`src/hdl/sorted_list_insert_remove_defines.svh`:
```
// ----------------------------------------------------------------------------
// Assertion macros for the sorted list block
// Concurrent checks that compile away when SYNTHESIS is defined.
// ----------------------------------------------------------------------------
`ifndef SORTED_LIST_INSERT_REMOVE_DEFINES_SVH
`define SORTED_LIST_INSERT_REMOVE_DEFINES_SVH

`ifndef SYNTHESIS

// same-cycle implication
`define SLI_ASSERT_IMPL(label, clk, rst, ante, cons) \
   label: assert property (@(posedge clk) disable iff (rst) (ante) |-> (cons)) \
      else $error("sorted list check failed");

// next-cycle implication
`define SLI_ASSERT_NEXT(label, clk, rst, ante, cons) \
   label: assert property (@(posedge clk) disable iff (rst) (ante) |=> (cons)) \
      else $error("sorted list check failed");

`else

`define SLI_ASSERT_IMPL(label, clk, rst, ante, cons)
`define SLI_ASSERT_NEXT(label, clk, rst, ante, cons)

`endif

`endif

```
`src/hdl/sli_pkg.sv`:
```
// ----------------------------------------------------------------------------
// Sorted list package
// Shared widths, command and status codes, and the operation code broadcast
// to every cell.
// ----------------------------------------------------------------------------
`default_nettype none

package sli_pkg;

   localparam int ENTRY_W = 32;
   localparam int COUNT_W = 5;

   localparam logic STATUS_OK   = 1'b0;
   localparam logic STATUS_FULL = 1'b1;

   typedef enum logic [1:0] {
      CMD_INSERT,
      CMD_REMOVE,
      CMD_DUMP,
      CMD_SPARE
   } list_cmd_type;

   typedef enum logic [1:0] {
      CELL_HOLD,
      CELL_INSERT,
      CELL_REMOVE,
      CELL_ROTATE
   } cell_op_type;

endpackage

`default_nettype wire

```
`src/hdl/sli_cell.sv`:
```
// ----------------------------------------------------------------------------
// Sorted list cell
// Holds one table entry and its valid flag; shifts with its neighbours.
// ----------------------------------------------------------------------------
`default_nettype none

module sli_cell import sli_pkg::*; (
   input  logic                      clock,
   input  logic                      reset,
   input  cell_op_type               op,
   input  logic signed [ENTRY_W-1:0] cmp_value,
   input  logic signed [ENTRY_W-1:0] left_entry,
   input  logic                      left_valid,
   input  logic                      left_move,
   input  logic signed [ENTRY_W-1:0] right_entry,
   input  logic                      right_valid,
   input  logic signed [ENTRY_W-1:0] wrap_entry,
   output logic signed [ENTRY_W-1:0] entry,
   output logic                      valid,
   output logic                      move,
   output logic                      match
);

   logic signed [ENTRY_W-1:0] entry_ff;
   logic signed [ENTRY_W-1:0] entry_in;
   logic                      valid_ff;
   logic                      valid_in;
   logic                      ge;

   always_comb begin
      // an empty slot or a larger entry makes room for an insert
      move  = !valid_ff || (entry_ff > cmp_value);
      ge    = valid_ff && (entry_ff >= cmp_value);
      match = valid_ff && (entry_ff == cmp_value);

      entry_in = entry_ff;
      valid_in = valid_ff;
      case (op)
         CELL_INSERT: begin
            if (move) begin
               entry_in = left_move ? left_entry : cmp_value;
               valid_in = valid_ff || left_valid;
            end
         end
         CELL_REMOVE: begin
            if (ge) begin
               entry_in = right_entry;
               valid_in = right_valid;
            end
         end
         CELL_ROTATE: begin
            // the head entry wraps round to the top valid cell of the list
            if (valid_ff) begin
               entry_in = right_valid ? right_entry : wrap_entry;
            end
         end
         default: begin
            entry_in = entry_ff;
            valid_in = valid_ff;
         end
      endcase
   end

   always_ff @(posedge clock) begin
      if (reset) begin
         valid_ff <= 1'b0;
      end else begin
         valid_ff <= valid_in;
      end
   end

   always_ff @(posedge clock) begin
      entry_ff <= entry_in;
   end

   assign entry = entry_ff;
   assign valid = valid_ff;

endmodule

`default_nettype wire

```
`src/hdl/sorted_list_insert_remove.sv`:
```
// ----------------------------------------------------------------------------
// Sorted list with insert and remove
// Ascending table of signed 32-bit values held in a chain of cells.
// ----------------------------------------------------------------------------
// The table lives in CAPACITY cells, each comparing its entry with a broadcast
// value and shifting to a neighbour. An insert (and an unused command code)
// is answered directly from the idle state. A remove enters its own state, in
// which the chain drops one equal entry per cycle; once none is left, the
// result is given when the output register is free. A dump of an empty table
// is answered from the idle state; otherwise the chain rotates one place per
// transfer and cell 0 feeds the single output register. No new command is
// taken until the current one has given its last result; the output register
// can be reloaded in the cycle its previous result is taken.
`default_nettype none
`include "sorted_list_insert_remove_defines.svh"

module sorted_list_insert_remove import sli_pkg::*; #(
   parameter int CAPACITY = 16
) (
   input  logic                      clock,
   input  logic                      reset,
   input  logic                      req_valid,
   output logic                      req_stall,
   input  logic [1:0]                req_cmd,
   input  logic signed [ENTRY_W-1:0] req_value,
   output logic                      rsp_valid,
   input  logic                      rsp_stall,
   output logic signed [ENTRY_W-1:0] rsp_entry_value,
   output logic                      rsp_has_value,
   output logic                      rsp_last,
   output logic                      rsp_status,
   output logic [COUNT_W-1:0]        rsp_count
);

   localparam int FILL_W = $clog2(CAPACITY + 1);

   typedef enum logic [1:0] {
      ST_IDLE,
      ST_REMOVE,
      ST_DUMP
   } state_type;

   state_type                 state_ff;
   state_type                 state_in;
   logic [FILL_W-1:0]         fill_ff;
   logic [FILL_W-1:0]         fill_in;
   logic [FILL_W-1:0]         remain_ff;
   logic [FILL_W-1:0]         remain_in;
   logic signed [ENTRY_W-1:0] value_ff;
   logic signed [ENTRY_W-1:0] value_in;
   logic                      rsp_valid_ff;
   logic                      rsp_valid_in;
   logic signed [ENTRY_W-1:0] rsp_entry_value_ff;
   logic signed [ENTRY_W-1:0] rsp_entry_value_in;
   logic                      rsp_has_value_ff;
   logic                      rsp_has_value_in;
   logic                      rsp_last_ff;
   logic                      rsp_last_in;
   logic                      rsp_status_ff;
   logic                      rsp_status_in;
   logic [COUNT_W-1:0]        rsp_count_ff;
   logic [COUNT_W-1:0]        rsp_count_in;

   logic                      out_free;
   logic                      req_fire;
   logic                      full;
   logic                      hit;
   cell_op_type               cell_op;
   logic signed [ENTRY_W-1:0] cmp_value;

   logic signed [ENTRY_W-1:0] entry_w [CAPACITY];
   logic [CAPACITY-1:0]       valid_w;
   logic [CAPACITY-1:0]       move_w;
   logic [CAPACITY-1:0]       match_w;

   // ------------------------------------------------------------------------
   // cell chain
   // ------------------------------------------------------------------------
   for (genvar g = 0; g < CAPACITY; g++) begin : g_cell
      logic signed [ENTRY_W-1:0] left_entry;
      logic                      left_valid;
      logic                      left_move;
      logic signed [ENTRY_W-1:0] right_entry;
      logic                      right_valid;

      if (g == 0) begin : g_head
         assign left_entry = '0;
         assign left_valid = 1'b1;
         assign left_move  = 1'b0;
      end else begin : g_body
         assign left_entry = entry_w[g-1];
         assign left_valid = valid_w[g-1];
         assign left_move  = move_w[g-1];
      end

      if (g == CAPACITY - 1) begin : g_tail
         assign right_entry = '0;
         assign right_valid = 1'b0;
      end else begin : g_link
         assign right_entry = entry_w[g+1];
         assign right_valid = valid_w[g+1];
      end

      sli_cell u_cell (
         .clock       (clock),
         .reset       (reset),
         .op          (cell_op),
         .cmp_value   (cmp_value),
         .left_entry  (left_entry),
         .left_valid  (left_valid),
         .left_move   (left_move),
         .right_entry (right_entry),
         .right_valid (right_valid),
         .wrap_entry  (entry_w[0]),
         .entry       (entry_w[g]),
         .valid       (valid_w[g]),
         .move        (move_w[g]),
         .match       (match_w[g])
      );
   end

   // ------------------------------------------------------------------------
   // control
   // ------------------------------------------------------------------------
   assign out_free  = !rsp_valid_ff || !rsp_stall;
   assign req_stall = (state_ff != ST_IDLE) || !out_free;
   assign req_fire  = req_valid && !req_stall;
   assign full      = (fill_ff == FILL_W'(CAPACITY));
   assign hit       = |match_w;
   assign cmp_value = (state_ff == ST_IDLE) ? req_value : value_ff;

   always_comb begin
      state_in           = state_ff;
      fill_in            = fill_ff;
      remain_in          = remain_ff;
      value_in           = value_ff;
      cell_op            = CELL_HOLD;
      rsp_valid_in       = rsp_valid_ff && rsp_stall;
      rsp_entry_value_in = rsp_entry_value_ff;
      rsp_has_value_in   = rsp_has_value_ff;
      rsp_last_in        = rsp_last_ff;
      rsp_status_in      = rsp_status_ff;
      rsp_count_in       = rsp_count_ff;

      case (state_ff)
         ST_IDLE: begin
            if (req_fire) begin
               rsp_entry_value_in = '0;
               rsp_has_value_in   = 1'b0;
               rsp_last_in        = 1'b1;
               rsp_status_in      = STATUS_OK;
               rsp_count_in       = COUNT_W'(fill_ff);
               case (req_cmd)
                  CMD_INSERT: begin
                     rsp_valid_in  = 1'b1;
                     rsp_status_in = full ? STATUS_FULL : STATUS_OK;
                     if (!full) begin
                        cell_op      = CELL_INSERT;
                        fill_in      = fill_ff + 1'b1;
                        rsp_count_in = COUNT_W'(fill_in);
                     end
                  end
                  CMD_REMOVE: begin
                     value_in = req_value;
                     state_in = ST_REMOVE;
                  end
                  CMD_DUMP: begin
                     if (fill_ff == '0) begin
                        rsp_valid_in = 1'b1;
                     end else begin
                        remain_in = fill_ff;
                        state_in  = ST_DUMP;
                     end
                  end
                  default: begin
                     rsp_valid_in = 1'b1;
                  end
               endcase
            end
         end
         ST_REMOVE: begin
            // drop one equal entry per cycle until none is left
            if (hit) begin
               cell_op = CELL_REMOVE;
               fill_in = fill_ff - 1'b1;
            end else if (out_free) begin
               rsp_valid_in       = 1'b1;
               rsp_entry_value_in = '0;
               rsp_has_value_in   = 1'b0;
               rsp_last_in        = 1'b1;
               rsp_status_in      = STATUS_OK;
               rsp_count_in       = COUNT_W'(fill_ff);
               state_in           = ST_IDLE;
            end
         end
         ST_DUMP: begin
            // advance the ring one place per transfer
            if (out_free) begin
               cell_op            = CELL_ROTATE;
               rsp_valid_in       = 1'b1;
               rsp_entry_value_in = entry_w[0];
               rsp_has_value_in   = 1'b1;
               rsp_last_in        = (remain_ff == FILL_W'(1));
               rsp_status_in      = STATUS_OK;
               rsp_count_in       = COUNT_W'(fill_ff);
               remain_in          = remain_ff - 1'b1;
               if (remain_ff == FILL_W'(1)) begin
                  state_in = ST_IDLE;
               end
            end
         end
         default: begin
            state_in = ST_IDLE;
         end
      endcase
   end

   always_ff @(posedge clock) begin
      if (reset) begin
         state_ff     <= ST_IDLE;
         fill_ff      <= '0;
         remain_ff    <= '0;
         rsp_valid_ff <= 1'b0;
      end else begin
         state_ff     <= state_in;
         fill_ff      <= fill_in;
         remain_ff    <= remain_in;
         rsp_valid_ff <= rsp_valid_in;
      end
      value_ff           <= value_in;
      rsp_entry_value_ff <= rsp_entry_value_in;
      rsp_has_value_ff   <= rsp_has_value_in;
      rsp_last_ff        <= rsp_last_in;
      rsp_status_ff      <= rsp_status_in;
      rsp_count_ff       <= rsp_count_in;
   end

   assign rsp_valid       = rsp_valid_ff;
   assign rsp_entry_value = rsp_entry_value_ff;
   assign rsp_has_value   = rsp_has_value_ff;
   assign rsp_last        = rsp_last_ff;
   assign rsp_status      = rsp_status_ff;
   assign rsp_count       = rsp_count_ff;

   // ------------------------------------------------------------------------
   // checks
   // ------------------------------------------------------------------------
   `SLI_ASSERT_IMPL(a_fill_bound, clock, reset, 1'b1, fill_ff <= FILL_W'(CAPACITY))
   `SLI_ASSERT_IMPL(a_fill_cells, clock, reset, 1'b1, $countones(valid_w) == fill_ff)
   `SLI_ASSERT_NEXT(a_remove_step, clock, reset, state_ff == ST_REMOVE && hit, fill_ff + 1'b1 == $past(fill_ff))
   `SLI_ASSERT_IMPL(a_dump_nonempty, clock, reset, state_ff == ST_DUMP, fill_ff != '0 && remain_ff != '0)
   `SLI_ASSERT_IMPL(a_entry_count, clock, reset, rsp_valid_ff && rsp_has_value_ff, rsp_count_ff != '0 || fill_ff > FILL_W'(31))

endmodule

`default_nettype wire

```
`config.mk`:
```
export PLATFORM = sky130hd
export DESIGN_NAME = sorted_list_insert_remove
export DESIGN_NICKNAME = d
export VERILOG_FILES = /design/src/hdl/sli_pkg.sv /design/src/hdl/sli_cell.sv /design/src/hdl/sorted_list_insert_remove.sv
export VERILOG_INCLUDE_DIRS = /design/src /design/src/hdl
export SDC_FILE = /design/constraint.sdc
export NUM_CORES = 2
export LEC_CHECK = 0
export BUFFER_PORTS_ARGS = -buffer_cell sky130_fd_sc_hd__buf_2
export CORE_MARGIN = 10
export CORE_UTILIZATION = 40
export CTS_BUF_LIST = sky130_fd_sc_hd__clkbuf_4 sky130_fd_sc_hd__clkbuf_8
export CTS_CLUSTER_SIZE = 16
export DETAILED_ROUTE_END_ITERATION = 16
export GPL_TIMING_DRIVEN = 0
export PLACE_DENSITY = 0.65
export SLEW_MARGIN = 10
export SYNTH_ARGS = -nofsm -noshare
export SYNTH_HDL_FRONTEND = slang
export SYNTH_SLANG_ARGS = --single-unit
```
`constraint.sdc`:
```
create_clock -name clock -period 10.6 [get_ports clock]
set_clock_uncertainty 0.1 [all_clocks]
set_input_delay 2.65 -clock clock [delete_from_list [all_inputs] [get_ports clock]]
set_output_delay 2.65 -clock clock [all_outputs]
set_load 0.02 [all_outputs]
```
==> Word-level counts from Yosys, hierarchy flattened <==
Cells that the tools add are included.
{ "classes": {"n_reduce_logical": 135, "n_eq_ne": 83, "mul": 0, "bitwise_logic": 0, "div": 0, "shift": 0, "n_mux": 196, "magnitude_cmp": 32, "addsub": 3} }
{ "op_table": {"columns": ["cell", "count"], "rows": [
  ["$mux 32", 83],
  ["$pmux 32 s3", 17],
  ["$eq 32x32->1", 16],
  ["$ge 32x32->1", 16],
  ["$gt 32x32->1", 16],
  ["$ne 2x1->1 const B", 49],
  ["$reduce_and 4->1", 15],
  ["$reduce_and 3->1", 19],
  ["$mux 1", 51],
  ["$mux 5", 10],
  ["$logic_and 1x1->1", 34],
  ["$pmux 1 s2", 17],
  ["$logic_or 1x1->1", 33],
  ["$logic_not 1->1", 20],
  ["$pmux 5 s2", 2],
  ["$mux 2", 8],
  ["$reduce_or 16->1", 1],
  ["$pmux 5 s3", 1],
  ["$reduce_and 5->1", 3],
  ["$ne 2x2->1 const B", 7],
  ["$pmux 1 s3", 4],
  ["$pmux 2 s3", 2],
  ["$sub 5x1->5 const B", 2],
  ["$eq 2x2->1 const B", 4],
  ["other kinds (12)", 19]
]} }
{ "word_totals": {"elab_cells": 491, "ram_bits": 0, "register_bits": 613, "out_inout_bits": 42, "romBits": 0, "memories": 0, "latch_bits": 0} }

==> Depth between registers and ports, before layout <==
{ "depth": {"word_depth": 11, "ltp_mapped": 25, "ltp_nobuf": 19} }

==> Cells and area by module <==
Synthesis repeated with hierarchy kept, for this count alone.
{ "unflattened": {"hier_cells": 5609, "hier_area_um2": 56526.7} }
{ "by_module_without_submodules": {"columns": ["module", "n_inst", "cells_per_inst", "area_each_um2"], "rows": [
  ["sli_cell at g_cell[0].u_cell ...", 13, 333, 3280.6],
  ["sli_cell at g_cell[7].u_cell ...", 3, 324, 3264.4],
  ["sorted_list_insert_remove", 1, 308, 4085.2]
]} }

==> Worst setup path before layout <==
Ideal clock, no wire load.
{ "synth_path": {"path_type": "input to register", "startpoint": "input req_value[31]", "endpoint": "register g_cell[15].u_cell.entry_ff[0], enable pin", "cell_stages": 19, "arrival_ps": 8518, "path_buffers": 4, "setup_slack_ps": 1512, "cell_sequence": "mux2_2 inv_1 ha_1 nand4_2 nor4_2 and4_1 buf_2 a2111oi_2 nand4_2 nand2_1 a21o_1 inv_1 ha_1 clkbuf_1 buf_1 buf_1 a21oi_1 a31oi_1 a211oi_1"} }
{ "synth_via": {"elab_chain_len": 9, "elab_cells_between_ends": 48} }
{ "synth_lines": {"columns": ["element", "line_no", "source"], "rows": [
  ["start: declaration", "sorted_list_insert_remove.sv:25", "input logic signed [ENTRY_W-1:0] req_value,"],
  ["$mux 32 (*)", "sorted_list_insert_remove.sv:130", "assign cmp_value = (state_ff == ST_IDLE) ? req_value : value_ff;"],
  ["$eq 32x32->1", "sli_cell.sv:34", "match = valid_ff && (entry_ff == cmp_value);"],
  ["$logic_and 1x1->1", "sli_cell.sv:34", null],
  ["$reduce_or 16->1", "sorted_list_insert_remove.sv:129", "assign hit = |match_w;"],
  ["$mux 2", "sorted_list_insert_remove.sv:183", "if (hit) begin"],
  ["$pmux 2 s3", "sorted_list_insert_remove.sv:145", "case (state_ff)"],
  ["$eq 2x2->1 or $eq 2x1->1 (tied branches)", "sli_cell.sv:38", "case (op)"],
  ["$ne 2x1->1 (no source line) or $reduce_bool 3->1 (tied branches)", null, null],
  ["$reduce_and 4->1 (no source line) (*)", null, null],
  ["end signal: assignment", "sli_cell.sv:73", "entry_ff <= entry_in;"],
  ["end: declaration", "sli_cell.sv:24", "logic signed [ENTRY_W-1:0] entry_ff;"]
]} }
Every way passes the cells marked *; elsewhere a longest branch is shown, timed or not.
A chain may end at the register's enable or synchronous reset.

==> Final worst setup path <==
{ "layout_path": {"startpoint": "input req_value[31]", "endpoint": "register g_cell[12].u_cell.entry_ff[26], data pin"} }
{ "layout_via": {"elab_chain_len": 8, "elab_cells_between_ends": 44} }
{ "layout_lines": {"columns": ["element", "line_no", "source"], "rows": [
  ["$mux 32 (*)", "sorted_list_insert_remove.sv:130", null],
  ["$eq 32x32->1", "sli_cell.sv:34", null],
  ["$logic_and 1x1->1", "sli_cell.sv:34", null],
  ["$reduce_or 16->1", "sorted_list_insert_remove.sv:129", null],
  ["$mux 2", "sorted_list_insert_remove.sv:183", null],
  ["$pmux 2 s3", "sorted_list_insert_remove.sv:145", null],
  ["$eq 2x2->1 or $eq 2x1->1 (tied branches)", "sli_cell.sv:38", null],
  ["$pmux 32 s3 (*)", "sli_cell.sv:38", null],
  ["via g_cell[12].u_cell.entry_in[26]", "sli_cell.sv:25", "logic signed [ENTRY_W-1:0] entry_in;"],
  ["end signal: assignment", "sli_cell.sv:73", null],
  ["end: declaration", "sli_cell.sv:24", null]
]} }
Mark *: on every way through the listed nets, which the timed path passes. The rest lies on a longest branch. The select of a mux whose other input is x is not followed.

==> results.rst <==
.. list-table::
   :header-rows: 1

   * - Metric
     - Value
   * - Run status
     - completed
   * - Global-route congestion overflow total
     - 0
   * - Final Hold Violating Endpoints
     - 0
   * - CTS Buf Count
     - 114
   * - Combinational fraction of design power
     - 52.8%
   * - Count of vias placed by the detailed router
     - 42300
   * - Largest net degree at the start of global routing
     - 35
   * - Portion of total power attributed to the clock network
     - 14.2%
   * - Effective utilization at floorplan
     - 40.4%
   * - IR Drop Worst-Case VDD
     - 0.121 mV
   * - CP startpoint kind
     - input port
   * - I/O Buffers
     - 79
   * - Number of design rule violations left after detail routing
     - 0
   * - Switching Share
     - 47.5%
   * - Final net count
     - 5326
   * - Standard cell with the maximum stage delay on the critical path
     - nor4_1
   * - Max FO, Critical Path
     - 19
   * - Number of standard cells in the layout, taps in and fillers out
     - 6346
   * - Fraction of final layout cells sized beyond drive strength 1
     - 9.02%
   * - Detailed-route wire length per cell
     - 30.6 µm
   * - Sequential fraction of the synthesis area
     - 39.7%
   * - Final critical-path share of the clock period
     - 99.5%
   * - P_int
     - 8.56 mW
   * - Classification of the worst-slack hold path
     - reg2reg
   * - Reported leakage power
     - 20.4 nW
   * - Number of global-route vias before repair
     - 40500
   * - End-of-flow core utilization
     - 44.8%
   * - Number of pins with negative max-slew slack in the final report
     - 0
   * - Synth Flop Type
     - edfxtp_1
   * - Sequential cell area
     - 0.0181 mm²
   * - Layer carrying the most global-route usage
     - met2
   * - Count of flip-flops with a built-in enable after synthesis
     - 584
   * - Largest buffer count on any clock path
     - 3
   * - Max-slew headroom at the worst pin
     - 6.23%
   * - Synthesized area divided by synthesized cell count
     - 10.1 µm²
   * - Family with the most delay on the worst path
     - buffers and inverters
   * - Area of the multi-input gates
     - 0.0258 mm²
   * - Overall routing resource usage
     - 29.0%
   * - Die X-Extent
     - 358 µm
   * - Cell seen most often among critical-path stages
     - clkbuf_1
   * - Total negative slack for setup checks
     - 0 ns
   * - ANT nets after route
     - 0
   * - Kind of capture point of the worst setup path
     - flop
   * - Power consumption
     - 16.3 mW
   * - Number of synthesized register bits
     - 613
   * - Post-DP HPWL
     - 159000 µm
   * - Number of warning messages in the yosys log
     - 0
   * - Arrival time worst endpoint
     - 10.92 ns
   * - Clock tree root buffer cell
     - clkbuf_8
   * - Number of optimization iterations in the first detailed-route pass
     - 9
   * - Timing-limited maximum frequency
     - 94.8 MHz
   * - Grt met2 use
     - 45.2%
   * - CTS HTree Levels
     - 3
   * - TritonCTS clock tree
     - built
   * - Global-route wire length before repair
     - 274000 µm
   * - Sink Count
     - 613
   * - Slew at the pin with the worst max-slew slack
     - 1.41 ns
   * - Number of distinct standard cells referenced by the synthesized netlist
     - 83
   * - Worst-path cell chain
     - buf_2, mux2_2, inv_1, ha_1, nand4_1, nor4_1, nand4_1, and4_1, nand4_2, nand2_1, a21o_1, inv_1, ha_1, clkbuf_1, or2_2, clkbuf_1, clkbuf_2, clkbuf_1, clkbuf_1, o221ai_1
   * - Max-capacitance violation count
     - 0
   * - Number of setup buffers added after CTS
     - 0
   * - Number of violations reported at the end of detailed-routing iteration 0
     - 5902
   * - Worst Path Buf+Inv
     - 8
   * - Cell Area, Synth
     - 0.0457 mm²
   * - Met3 global-route usage
     - 7.80%
   * - Number of placed instances, taps included
     - 6144
   * - Total core area
     - 0.113 mm²
   * - Number of filler cells placed in the layout
     - 10900
   * - Top Ports
     - 80
   * - Max incr delay on CP
     - 0.84 ns
   * - Req. time, crit path
     - 10.97 ns
   * - Sw power
     - 7.75 mW
   * - Area of the die
     - 0.128 mm²
   * - Global Route met1 Usage
     - 35.8%
   * - Minimum period implied by the final worst setup slack
     - 10.55 ns
   * - Sequential share of power
     - 33.0%
   * - Power Density
     - 322 mW/mm²
   * - Post-CTS clock slew at the launch and capture registers of the worst setup and hold paths
     - 0.05 ns
   * - Final hold slack
     - 0.437 ns
   * - WS Path Type
     - in2reg
   * - Setup violators final
     - 0
   * - Synthesis-to-finish area growth
     - 10.9%
   * - Synthesized net count
     - 5095
   * - Fraction of registers with async set or reset after synthesis
     - 0%
   * - Unrepaired setup endpoints after global routing
     - no
   * - Number of rows in the core area
     - 123
   * - Number of antenna violations at the first check in global routing
     - 4
   * - Die Y
     - 358 µm
   * - Gp weighted congestion
     - 1.03
   * - Gate count after technology mapping
     - 4529
   * - Vias per cell
     - 6.66
   * - Clock latency on the worst-skew pair
     - 0.81 ns
   * - Total wirelength of the detailed-routed design
     - 194000 µm
[synthesized netlist by cell type (8+ instances only)]
cell type  count  share of area (%)
a211oi_1      18               0.30
a21boi_0      14               0.23
a21o_1        83                1.4
a21oi_1      375                4.1
a221o_1       38               0.83
a22oi_1       34               0.56
a311oi_1       8               0.15
a31oi_1        8               0.11
and2_1        38               0.52
and3_1        13               0.18
and4_1        12               0.23
buf_1         10              0.082
buf_2         22               0.24
buf_4         22               0.36
buf_6          9               0.22
clkbuf_1     297                2.4
dfxtp_1       29                1.3
edfxtp_1     584                 38
ha_1         528                 14
inv_1         91               0.75
mux2_2        36               0.89
mux2i_1      325                7.1
nand2_1      542                4.5
nand2b_1      14               0.19
nand3_1      133                1.5
nand4_1      125                1.7
nor2_1       161                1.3
nor2b_1       36               0.49
nor3_1        31               0.34
nor4_1        26               0.36
o211ai_1      36               0.59
o21a_1         8               0.13
o21ai_0       94                1.0
o21ai_1      105                1.2
o21bai_1      13               0.21
o221ai_1     375                7.2
o311a_1       14               0.31
o311ai_1      31               0.59
o31a_1        13               0.25
o31ai_1       72                1.2
[cells in the final DEF, fill, tap and decap left out, types with 26 or more instances in the layout]
cell type,count
clkbuf_1,294
nor2_1,160
edfxtp_1,584
clkbuf_8,115
clkbuf_4,44
ha_1,528
dfxtp_1,29
buf_4,44
o221ai_1,375
clkinv_1,26
inv_1,91
a21o_1,83
o311ai_1,31
o211ai_1,36
o31ai_1,72
mux2i_1,325
o21ai_0,94
nor2b_1,36
a221o_1,38
nand2_1,542
nand4_1,125
nand3_1,133
mux2_2,36
a21oi_1,374
and2_1,35
buf_2,101
o21ai_1,105
a22oi_1,34
[power by group through the flow]
| stage | sequential [mW] | combinational (mW) | clock (mW) |
|---|---|---|---|
| final | 5.38 | 8.61 | 2.32 |
| after global routing | 5.43 | 9.27 | 2.43 |
| after CTS | 5.29 | 8.35 | 2.32 |
| after detailed placement | 5.34 | 8.32 | 0 |
| after global placement | 5.43 | 7.86 | 0 |
| after floorplan | 4.99 | 5.38 | 0 |
[metrics by stage]
step / area (µm²) / setup WS [ns]
2_1_floorplan: 45700 / 1.51
6_report: 50600 / 0.0524
3_5_place_dp: 48500 / -1.13
5_1_grt: 50600 / 0.144
4_1_cts: 50600 / 0.0316
3_3_place_gp: 47900 / -2.81
[flip-flops by register name, indices dropped and copies added (netlist names)]
| register | flops |
|---|---|
| g_cell.u_cell.entry | 512 |
| rsp_entry_value | 32 |
| value_ff | 32 |
| g_cell.u_cell.valid | 16 |
| fill_ff | 5 |
| remain_ff | 5 |
| rsp_count | 5 |
| state_ff | 2 |
| rsp_has_value | 1 |
| rsp_last | 1 |
| rsp_status | 1 |
| rsp_valid | 1 |
[per-layer routing]
layer	wire length, µm	vias to the layer above
met5	0	-
met4	12500	0
met3	22600	507
met2	85700	2706
met1	73600	20600
li1	-	18400
[layout make-up]
type	instances	area share, %
Antenna cell	3	0.0148
Sequential cell	613	35.8
Tap cell	1500	3.71
Multi-Input combinational cell	3463	50.9
Buffer	360	3.03
Clock inverter	40	0.477
Timing Repair Buffer	115	1.59
Clock buffer	159	3.78
Inverter	93	0.689
[worst register-to-register path, cell delays in order (launching register included)]
cell and delay (ns):
dfxtp_1 0.34, inv_1 0.11, ha_1 0.15, clkbuf_1 0.59, buf_1 0.79, mux2_2 0.52, inv_1 0.75, ha_1 0.30
nand4_1 0.35, nor4_1 0.77, nand4_1 0.47, and4_1 0.44, nand4_2 0.35, nand2_1 0.12, a21o_1 0.26, inv_1 0.10
ha_1 0.14, clkbuf_1 0.38, or2_2 0.19, clkbuf_1 0.66, clkbuf_2 0.63, clkbuf_1 0.62, clkbuf_1 0.78, o221ai_1 0.23
[timing repair]
item,in CTS,in global routing
hold buffers,0,0
setup endpoints to repair,30,77
resized for setup,1,6
[final timing paths]
kind / startpoint / endpoint / slack, ns / cells past startpoint
setup / recovery: req_value[31] / g_cell[12].u_cell.entry[26] / 0.05 / 20
hold / removal: remain_ff[2] / remain_ff[2] / 0.44 / 2
setup reg to reg: state_ff[0] / g_cell[12].u_cell.entry[26] / 0.16 / 23
hold reg to reg: remain_ff[2] / remain_ff[2] / 0.44 / 2
[kinds of logic (layout without fill, tap and decap cells)]
family	after synthesis	after routing	synth area share, %
other	0	3	0
XOR/XNOR	11	11	0.211
multiplexers	365	365	8.11
AND/OR/NAND/NOR	1171	1171	12.1
AO/OA/AOI/OAI	1388	1388	21.3
flip-flops	613	613	39.7
adder cells (fa/ha/maj)	528	528	14.5
buffers and inverters	453	767	4.11
(Power assumes the default switching activity.)
